--- src/scr_pkg.sv ---
// shared types and constants for the shape collision resolve unit
package scr_pkg;

  localparam int CW = 24;
  localparam int SZW = 20;
  localparam int GW = 8;
  localparam int OFFW = 22;
  localparam int SQW = 2 * (SZW + 1);
  localparam int PW = CW + SZW + 2;
  localparam int QDEPTH = 4;
  localparam int QPW = 2;
  localparam int LIM_BIT = 21;

  localparam logic [GW-1:0] GAP_RESET = 8'd3;

  // pair kinds, self first
  localparam logic [1:0] KIND_CC = 2'd0;
  localparam logic [1:0] KIND_CR = 2'd1;
  localparam logic [1:0] KIND_RC = 2'd2;
  localparam logic [1:0] KIND_RR = 2'd3;

  typedef struct packed {
    logic [1:0] pair_kind;
    logic signed [CW-1:0] self_x;
    logic signed [CW-1:0] self_y;
    logic [SZW-1:0] self_w;
    logic [SZW-1:0] self_h;
    logic signed [CW-1:0] other_x;
    logic signed [CW-1:0] other_y;
    logic [SZW-1:0] other_w;
    logic [SZW-1:0] other_h;
  } in_t;

  typedef struct packed {
    logic collided;
    logic signed [CW-1:0] new_x;
    logic signed [CW-1:0] new_y;
    logic moved;
  } out_t;

  // classified word passed from front to back
  typedef struct packed {
    logic [1:0] kind;
    logic signed [CW-1:0] sx;
    logic signed [CW-1:0] sy;
    logic signed [CW-1:0] ox;
    logic signed [CW-1:0] oy;
    logic dxneg;
    logic dyneg;
    logic rhit;
    logic lim;
    logic [SZW:0] wsum;
    logic [SZW:0] hsum;
    logic [SQW-1:0] dx2;
    logic [SQW-1:0] dy2;
    logic [SQW-1:0] ws2;
    logic [PW-1:0] px;
    logic [PW-1:0] py;
    logic [SQW-1:0] magx;
    logic [SQW-1:0] magy;
  } q_t;

endpackage

--- src/scr_back.sv ---
// back end: resolves queued words, with a shared root and divide unit for circle pairs
module scr_back (
  input  logic clk,
  input  logic rst,
  input  logic [scr_pkg::GW-1:0] gap,
  input  scr_pkg::q_t head,
  input  logic head_valid,
  output logic pop,
  output logic done,
  output scr_pkg::out_t result
);
  import scr_pkg::*;

  localparam int VW = CW + 2;
  localparam int NW = 60;
  localparam int RW = 53;
  localparam logic [1:0] S_IDLE = 2'd0;
  localparam logic [1:0] S_ROOT = 2'd1;
  localparam logic [1:0] S_DIV = 2'd2;

  logic [1:0] st;
  logic [4:0] cnt;
  q_t e;
  logic [NW-1:0] rn, rr, rbit;
  logic [NW:0] rsum;
  logic rge;
  logic [NW-1:0] rn_next, rr_next;
  logic [RW-1:0] remx, remy, dsh;
  logic [OFFW-1:0] qx, qy, qx_next, qy_next;
  logic gex, gey;
  logic [SQW:0] d2;
  logic cc_hit;
  logic xsel;
  logic [OFFW-1:0] offw, offh;
  logic signed [CW-1:0] rx, ry;

  // move o by off toward the side given by neg, then saturate
  function automatic logic signed [CW-1:0] move_sat(input logic neg,
                                                    input logic signed [CW-1:0] o,
                                                    input logic [OFFW-1:0] off);
    logic signed [VW-1:0] v;
    logic signed [CW-1:0] r;
    v = neg ? ({{2{o[CW-1]}}, o} + {{(VW-OFFW){1'b0}}, off})
            : ({{2{o[CW-1]}}, o} - {{(VW-OFFW){1'b0}}, off});
    if ((&v[VW-1:CW-1]) || !(|v[VW-1:CW-1])) begin
      r = v[CW-1:0];
    end else if (v[VW-1]) begin
      r = {1'b1, {(CW-1){1'b0}}};
    end else begin
      r = {1'b0, {(CW-1){1'b1}}};
    end
    return r;
  endfunction

  assign pop = (st == S_IDLE) && head_valid;

  // circle pair overlap and rectangle push-out from the queue head
  always_comb begin
    d2 = {1'b0, head.dx2} + {1'b0, head.dy2};
    cc_hit = !head.lim && ({d2, 2'b00} < {3'b000, head.ws2});
    xsel = !(head.px < head.py);
    offw = OFFW'((head.wsum + 1'b1) >> 1) + {{(OFFW-GW){1'b0}}, gap};
    offh = OFFW'((head.hsum + 1'b1) >> 1) + {{(OFFW-GW){1'b0}}, gap};
    rx = head.sx;
    ry = head.sy;
    if (head.rhit && head.kind != KIND_RC) begin
      if (xsel) begin
        rx = move_sat(head.dxneg, head.ox, offw);
      end else begin
        ry = move_sat(head.dyneg, head.oy, offh);
      end
    end
  end

  // one root bit per cycle
  always_comb begin
    rsum = {1'b0, rr} + {1'b0, rbit};
    rge = {1'b0, rn} >= rsum;
    rn_next = rge ? (rn - rsum[NW-1:0]) : rn;
    rr_next = rge ? ((rr >> 1) + rbit) : (rr >> 1);
  end

  // one quotient bit per cycle on each axis
  always_comb begin
    gex = remx >= dsh;
    gey = remy >= dsh;
    qx_next = {qx[OFFW-2:0], gex};
    qy_next = {qy[OFFW-2:0], gey};
  end

  // sequencer and result register
  always_ff @(posedge clk) begin
    if (rst) begin
      st <= S_IDLE;
      done <= 1'b0;
    end else begin
      done <= 1'b0;
      unique case (st)
        S_IDLE: begin
          if (head_valid) begin
            if (head.kind != KIND_CC) begin
              done <= 1'b1;
              result.collided <= head.rhit;
              result.new_x <= rx;
              result.new_y <= ry;
              result.moved <= (rx != head.sx) || (ry != head.sy);
            end else if (cc_hit && (d2 != '0)) begin
              e <= head;
              rn <= {1'b0, d2, 16'b0};
              rr <= '0;
              rbit <= NW'(1) << (NW - 2);
              cnt <= 5'd29;
              st <= S_ROOT;
            end else begin
              done <= 1'b1;
              result.collided <= cc_hit;
              result.new_x <= head.sx;
              result.new_y <= head.sy;
              result.moved <= 1'b0;
            end
          end
        end
        S_ROOT: begin
          rn <= rn_next;
          rr <= rr_next;
          rbit <= rbit >> 2;
          cnt <= cnt - 1'b1;
          if (cnt == '0) begin
            remx <= {3'b000, e.magx, 8'b0} + {22'b0, rr_next[30:0]};
            remy <= {3'b000, e.magy, 8'b0} + {22'b0, rr_next[30:0]};
            dsh <= {rr_next[30:0], 22'b0};
            qx <= '0;
            qy <= '0;
            cnt <= 5'd21;
            st <= S_DIV;
          end
        end
        S_DIV: begin
          remx <= gex ? (remx - dsh) : remx;
          remy <= gey ? (remy - dsh) : remy;
          qx <= qx_next;
          qy <= qy_next;
          dsh <= dsh >> 1;
          cnt <= cnt - 1'b1;
          if (cnt == '0) begin
            done <= 1'b1;
            result.collided <= 1'b1;
            result.new_x <= move_sat(e.dxneg, e.ox, qx_next);
            result.new_y <= move_sat(e.dyneg, e.oy, qy_next);
            result.moved <= (move_sat(e.dxneg, e.ox, qx_next) != e.sx)
                         || (move_sat(e.dyneg, e.oy, qy_next) != e.sy);
            st <= S_IDLE;
          end
        end
        default: begin
          st <= S_IDLE;
        end
      endcase
    end
  end

endmodule

--- config.mk ---
export PLATFORM = sky130hd
export DESIGN_NAME = scr_back
export DESIGN_NICKNAME = d
export VERILOG_FILES = /design/src/scr_pkg.sv /design/src/scr_back.sv
export SDC_FILE = /design/constraint.sdc
export NUM_CORES = 2
export LEC_CHECK = 0
export CAP_MARGIN = 10
export CORE_AREA = 10 10 365 279
export DETAILED_ROUTE_END_ITERATION = 6
export DIE_AREA = 0 0 375 289
export DONT_BUFFER_PORTS = 1
export GPL_TIMING_DRIVEN = 0
export PLACE_DENSITY = 0.73
export SKIP_LAST_GASP = 1
export SLEW_MARGIN = 40
export SYNTH_ARGS = -nofsm -noshare
export SYNTH_HDL_FRONTEND = slang
export SYNTH_SLANG_ARGS = --single-unit
--- constraint.sdc ---
create_clock -name clk -period 40.3 [get_ports clk]
set_input_delay 4.03 -clock clk [delete_from_list [all_inputs] [get_ports clk]]
set_output_delay 4.03 -clock clk [all_outputs]
set_load 0.01 [all_outputs]
### Word level (Yosys, flattened, before mapping)

Index checks and enable logic that the tools add are counted.

* flip-flop bits (word level): 621
* output and inout bits: 52
* word-level logic and storage cells: 175

* $add $sub $neg: 21
* magnitude comparators: 5
* equality and inequality tests: 16
* mux-type cells: 68
* bitwise gates (word level): 2
* reduce and logical (&&, ||, !) cells: 40

Operators with widths (count)
* $mux W60: 11
* $mux W24: 18
* $pmux W60 S2: 3
* $pmux W53 S2: 3
* $mux W53: 5
* $mux W50: 4
* $ge A53 B53 Y1: 2
* $sub A53 B53 Y53: 2
* $mux W26: 4
* $add A50 B31 Y51: 2
* $add A24 B23 Y25: 4
* $pmux W50 S2: 1
* $sub A24 B23 Y25: 4
* $ne A24 B24 Y1: 4
* $pmux W21 S2: 2
* $add A60 B60 Y61: 1
* $ge A60 B61 Y1: 1
* $add A59 B60 Y60: 1
* $sub A60 B60 Y60: 1
* $lt A46 B46 Y1: 1
* $lt A45 B42 Y1: 1
* $add A21 B1 Y22 const B: 2
* $add A21 B8 Y22: 2
* $add A42 B42 Y43: 1
* 27 further kinds: 72

### Logic depth before layout (Yosys ltp)

* depth after elaboration: 15
* gate-level depth with buffers: 51

### Worst setup path after synthesis

No wires, ideal clock.

* path kind: in2reg
* start: input port head[219] (netlist name)
* end: register e[0] (netlist name) (enable)
* library setup time: 0.948 ns
* arrival: 20.801 ns
* data required time: 39.352 ns
* setup slack: 18.551 ns
* cell stages on the path: 27
* buffers on the path: 0
* cells stage by stage: ha_1 a21o_1 a21oi_1 o21bai_1 a2111oi_0 or4_1 a211oi_1 o21ai_0 a211oi_1 o31ai_1 a31oi_1 a21boi_0 xnor2_1 ha_1 a21oi_1 nor2b_1 o21ai_0 nand2b_1 a21oi_1 nor2b_1 o21ai_0 a31oi_1 a211o_1 a31oi_1 and3_1 o31ai_1 nor3_1

* cells in the longest elaborated chain, start to end: 5
* elaborated cells on any way between the ends: 6

RTL lines
* start: declaration: RTL line scr_back.sv:6 `input scr_pkg::q_t head,`
* $add A42 B42 Y43 (*): RTL line scr_back.sv:59 `d2 = {1'b0, head.dx2} + {1'b0, head.dy2};`
* $lt A45 B42 Y1: RTL line scr_back.sv:60 `cc_hit = !head.lim && ({d2, 2'b00} < {3'b000, head.ws2});`
* $logic_and A1 B1 Y1: RTL line scr_back.sv:60
* $logic_and A1 B1 Y1 (*): RTL line scr_back.sv:107 `end else if (cc_hit && (d2 != '0)) begin`
* $reduce_and A5 Y1 (no line) (*)
* end signal: assignment: RTL line scr_back.sv:108 `e <= head;`
* end: declaration: RTL line scr_back.sv:23 `q_t e;`

Mark *: on every way between the ends. The rest lies on a longest branch, timed or not.
A chain may end at the register's enable or synchronous reset.

### Final worst setup path

* start: register rbit[0]
* end: register remx[38] (data pin)

* cells in the longest elaborated chain, start to end: 6
* elaborated cells on any way between the ends: 7

RTL lines
* start: declaration: RTL line scr_back.sv:24 `logic [NW-1:0] rn, rr, rbit;`
* start signal: assignment: RTL line scr_back.sv:111 `rbit <= NW'(1) << (NW - 2);`
* start signal: assignment: RTL line scr_back.sv:126 `rbit <= rbit >> 2;`
* $add A60 B60 Y61: RTL line scr_back.sv:77 `rsum = {1'b0, rr} + {1'b0, rbit};`
* $ge A60 B61 Y1: RTL line scr_back.sv:78 `rge = {1'b0, rn} >= rsum;`
* $mux W60 (*): RTL line scr_back.sv:80 `rr_next = rge ? ((rr >> 1) + rbit) : (rr >> 1);`
* named net rr_next[8]: RTL line scr_back.sv:27 `logic [NW-1:0] rn_next, rr_next;`
* $add A50 B31 Y51 (*): RTL line scr_back.sv:129 `remx <= {3'b000, e.magx, 8'b0} + {22'b0, rr_next[30:0]};`
* $mux W53 (*): RTL line scr_back.sv:128 `if (cnt == '0) begin`
* $pmux W53 S2 (*): RTL line scr_back.sv:98 `unique case (st)`
* end signal: assignment: RTL line scr_back.sv:129
* end signal: assignment: RTL line scr_back.sv:139 `remx <= gex ? (remx - dsh) : remx;`
* end: declaration: RTL line scr_back.sv:28 `logic [RW-1:0] remx, remy, dsh;`

The timed path passes the listed nets; every way through them passes the cells marked *. The select of a mux whose other input is x is not followed.

==> impl_metrics.json <==
{
  "status": "complete, but fails checks",
  "violations": "DRC",
  "synth_warnings": 0,
  "power_leakage_nw": 22.85,
  "critical_path_buf_inv_count": 3,
  "drc": 1,
  "crit_type": "register to register",
  "grt_pass1_wl_um": 267800,
  "yosys.area_share.simple_pct": 16.69,
  "clk_pin_slew_ns": 0.06,
  "cp_top_family": "compound AO/OA/AOI/OAI gates",
  "start_kind": "register",
  "viasPerCell": 6.478,
  "seq_area_sq_um": 17720,
  "place.gp.congestion": 1.007,
  "clkSinkCount": 591,
  "synth_cells": 5817,
  "grt_max_degree": 20,
  "drive_gt1_share_pct": 5.473,
  "pwr-share-seq_pct": 40.0,
  "synth.area.top_cells": "edfxtp_1 (34%), ha_1 (13%), xnor2_1 (5.3%), a21oi_1 (4.9%), xor2_1 (4.5%)",
  "cts_setup_buffers": 0,
  "synth_edf_count": 588,
  "cts-resized-gates": 0,
  "finalCritPeriodShare_pct": 32.41,
  "cp_slowest_stage_delay_ns": 0.65,
  "relSlewSlack_pct": 35.47,
  "crit_slowest_cell": "a21oi_1",
  "die_w_um": 375,
  "cts_buffers": 67,
  "crit_top_cell": "a21oi_1",
  "crit_fanout": 10,
  "finalSetupTns_ns": 0,
  "max_freq_ghz": 0.07656,
  "fin_crit_ns": 13.06,
  "yosys_register_bits": 591,
  "synth_compound_area_share_pct": 20.96,
  "clkLatencyLatePin_ns": 0.64,
  "worstMarginPinSlew_ns": 0.9606,
  "cts_hold_buf": 0,
  "yosys.area_share.xor_xnor_pct": 9.968,
  "first_global_vias": 43704,
  "dr.pass1.iters": 7,
  "max-vdd-ir-drop_mv": 0.02710,
  "fin_total_pwr_mw": 1.717,
  "gr-usage-all-layers_pct": 31.68,
  "final_nets": 6960,
  "ys.flop_type": "edfxtp_1",
  "final-max-slew-violation-count": 0,
  "power_switching_share_pct": 29.26,
  "initial_core_util_pct": 55.60,
  "cts_buffer_depth": 3,
  "cts-root-buf": "clkbuf_16",
  "p_int_mw": 1.214,
  "muxShareOfSynthArea_pct": 1.464,
  "cp-end-kind": "register",
  "overflow": 0,
  "power_frac_comb_pct": 21.4,
  "synth_top_family_by_area": "compound AO/OA/AOI/OAI gates",
  "worstPathRequired_ns": 40.66,
  "ys_async_sr_fraction_pct": 0,
  "final_antenna_net_count": 0,
  "hold_class": "register to register",
  "place_hpwl_um": 147900,
  "io_pins": 509,
  "multi_input_area_sq_um": 33170,
  "coreArea_sq_um": 94540,
  "synth-adder-area-share_pct": 13.69,
  "antenna_found_initial": 39,
  "r2r_start": "rbit[0]$_SDFFCE_PN0P_",
  "cts_max_level": 3,
  "p_switching_mw": 0.5023,
  "io_buffers": 0,
  "syn_area_sq_um": 52570,
  "drt_iter0_drc": 5589,
  "rsz0062_at_grt": "false",
  "rows": 98,
  "crit_arrival_ns": 13.42,
  "vias": 47211,
  "startpoint": "rbit[0]$_SDFFCE_PN0P_",
  "nFillCells": 8100,
  "maxCapViolCount": 0,
  "cts_tree": "built",
  "dieArea_sq_um": 108400,
  "final_hold_viol_count": 0,
  "wirelength_um": 180300,
  "detail_route.wl_per_cell_um": 24.74,
  "synth_cell_types": 105,
  "syn-num-nets": 6818,
  "setup_viol": 0,
  "hp-start": "dsh[45]$_DFFE_PP_",
  "powerDensity_nw_per_um2": 29.95,
  "syn_area_per_cell_sq_um": 9.037,
  "clock_power_share_pct": 38.5,
  "finClkSkew_ns": 0.02773,
  "fp.dieH_um": 289,
  "yosys.area.top_type": "edfxtp_1",
  "yosysSeqAreaShare_pct": 33.70,
  "area_growth_pct": 9.023,
  "synth_top_area_share_pct": 33.59
}
-- area by class of cell --
class | instances | area share [%]
tap | 1250 | 2.729
timing repair buffer | 73 | 1.076
inverter | 349 | 2.286
antenna | 27 | 0.1179
clock inverter | 38 | 0.8580
multi-input combinational | 4736 | 57.87
clock buffer | 83 | 3.179
sequential | 591 | 30.91
buffer | 141 | 0.9715
-- logic make-up after synthesis --
logic type,Yosys count
AND/OR/NAND/NOR,1758
AO/OA/AOI/OAI,1736
XOR/XNOR,595
flip-flops,591
adder cells (fa/ha/maj),574
buffers and inverters,490
multiplexers,73
-- layout by cell type (no fill, tap or decap), types with 108 or more instances in the layout --
master	synthesis	routed
a21o_1	198	198
a21oi_1	517	516
edfxtp_1	588	588
a31oi_1	109	108
nand3_1	110	110
xnor2_1	319	315
o21ai_0	375	375
ha_1	532	532
nand2_1	406	406
nor2_1	479	477
nor3_1	119	116
inv_1	349	349
xor2_1	273	272
clkbuf_1	126	125
and2_1	138	138
-- worst reg2reg max path: cells and delay by family (launching register included) --
| kind | cells | cell delay, ns |
|---|---|---|
| compound gates | 31 | 8.12 |
| fa+ha+maj | 5 | 1.51 |
| simple gates | 9 | 1.25 |
| buf+inv | 3 | 0.91 |
| xor+xnor | 2 | 0.58 |
| flops | 1 | 0.42 |
-- path summary, 6_finish.rpt --
kind	to	slack, ns	depth (start not counted)
worst max-delay path	remx[38]$_DFFE_PP_	27.24	50
worst max register to register	remx[38]$_DFFE_PP_	27.24	50
worst min register to register	dsh[44]$_DFFE_PP_	0.54	2
worst min-delay path	dsh[44]$_DFFE_PP_	0.54	2
-- metrics by stage --
stage / setup slack (ns) / utilization, % / instances / hold WS, ns / area (sq um)
after floorplan: 18.55 / - / 5817 / 0.5180 / 52570
after global placement: 11.21 / 57.26 / 7067 / 0.5254 / 54130
after detailed placement: 27.46 / 58.05 / 7139 / 0.5375 / 54880
after CTS: 27.58 / 60.50 / 7260 / 0.5402 / 57200
after global routing: 26.54 / 60.59 / 7277 / 0.5686 / 57280
final: 27.24 / 60.62 / 7288 / 0.5444 / 57310
-- cell usage after synthesis (all sizes together), types with 13 or more instances --
| library cell | instances |
|---|---|
| nor4 | 41 |
| nand3 | 111 |
| o21a | 49 |
| a31oi | 109 |
| o21ai | 381 |
| inv | 349 |
| clkbuf | 126 |
| and4 | 21 |
| and2 | 139 |
| nand3b | 14 |
| nand2b | 76 |
| or3 | 44 |
| buf | 15 |
| maj3 | 30 |
| nor2 | 480 |
| nor2b | 81 |
| mux2 | 31 |
| nand4 | 86 |
| and3 | 58 |
| a211o | 16 |
| o22ai | 32 |
| o41ai | 13 |
| mux2i | 42 |
| xor2 | 273 |
| a211oi | 79 |
| nor3 | 122 |
| a21boi | 19 |
| nor3b | 14 |
| a21oi | 518 |
| nand2 | 406 |
| a221oi | 21 |
| o31ai | 33 |
| ha | 532 |
| a31o | 18 |
| edfxtp | 588 |
| a21o | 198 |
| or2 | 30 |
| or4 | 13 |
| xnor2 | 321 |
| o211ai | 23 |
| o21bai | 77 |
-- layer usage --
metal  up-vias  track usage [%]  wire length, um
met5         -                0              176
met4        24            9.738             5888
met3       351            9.044            22280
met2      2667            46.82            75030
met1     22319            44.55            76910
li1      21850                -                -
-- state kept, by name (all words and copies together) (netlist names) --
register / count
cnt: 5
done: 1
dsh: 53
e: 182
qx: 21
qy: 21
rbit: 30
remx: 53
remy: 53
result: 50
rn: 60
rr: 60
st: 2
-- power by group through the flow --
stage	logic, mW	clock network (mW)	registers [mW]
floorplan	0.263	0	0.698
global placement	0.347	0	0.701
detailed placement	0.354	0	0.700
CTS	0.356	0.666	0.687
global route	0.401	0.687	0.687
finish	0.368	0.662	0.687
No activity file was read; power rests on OpenSTA's default activity.
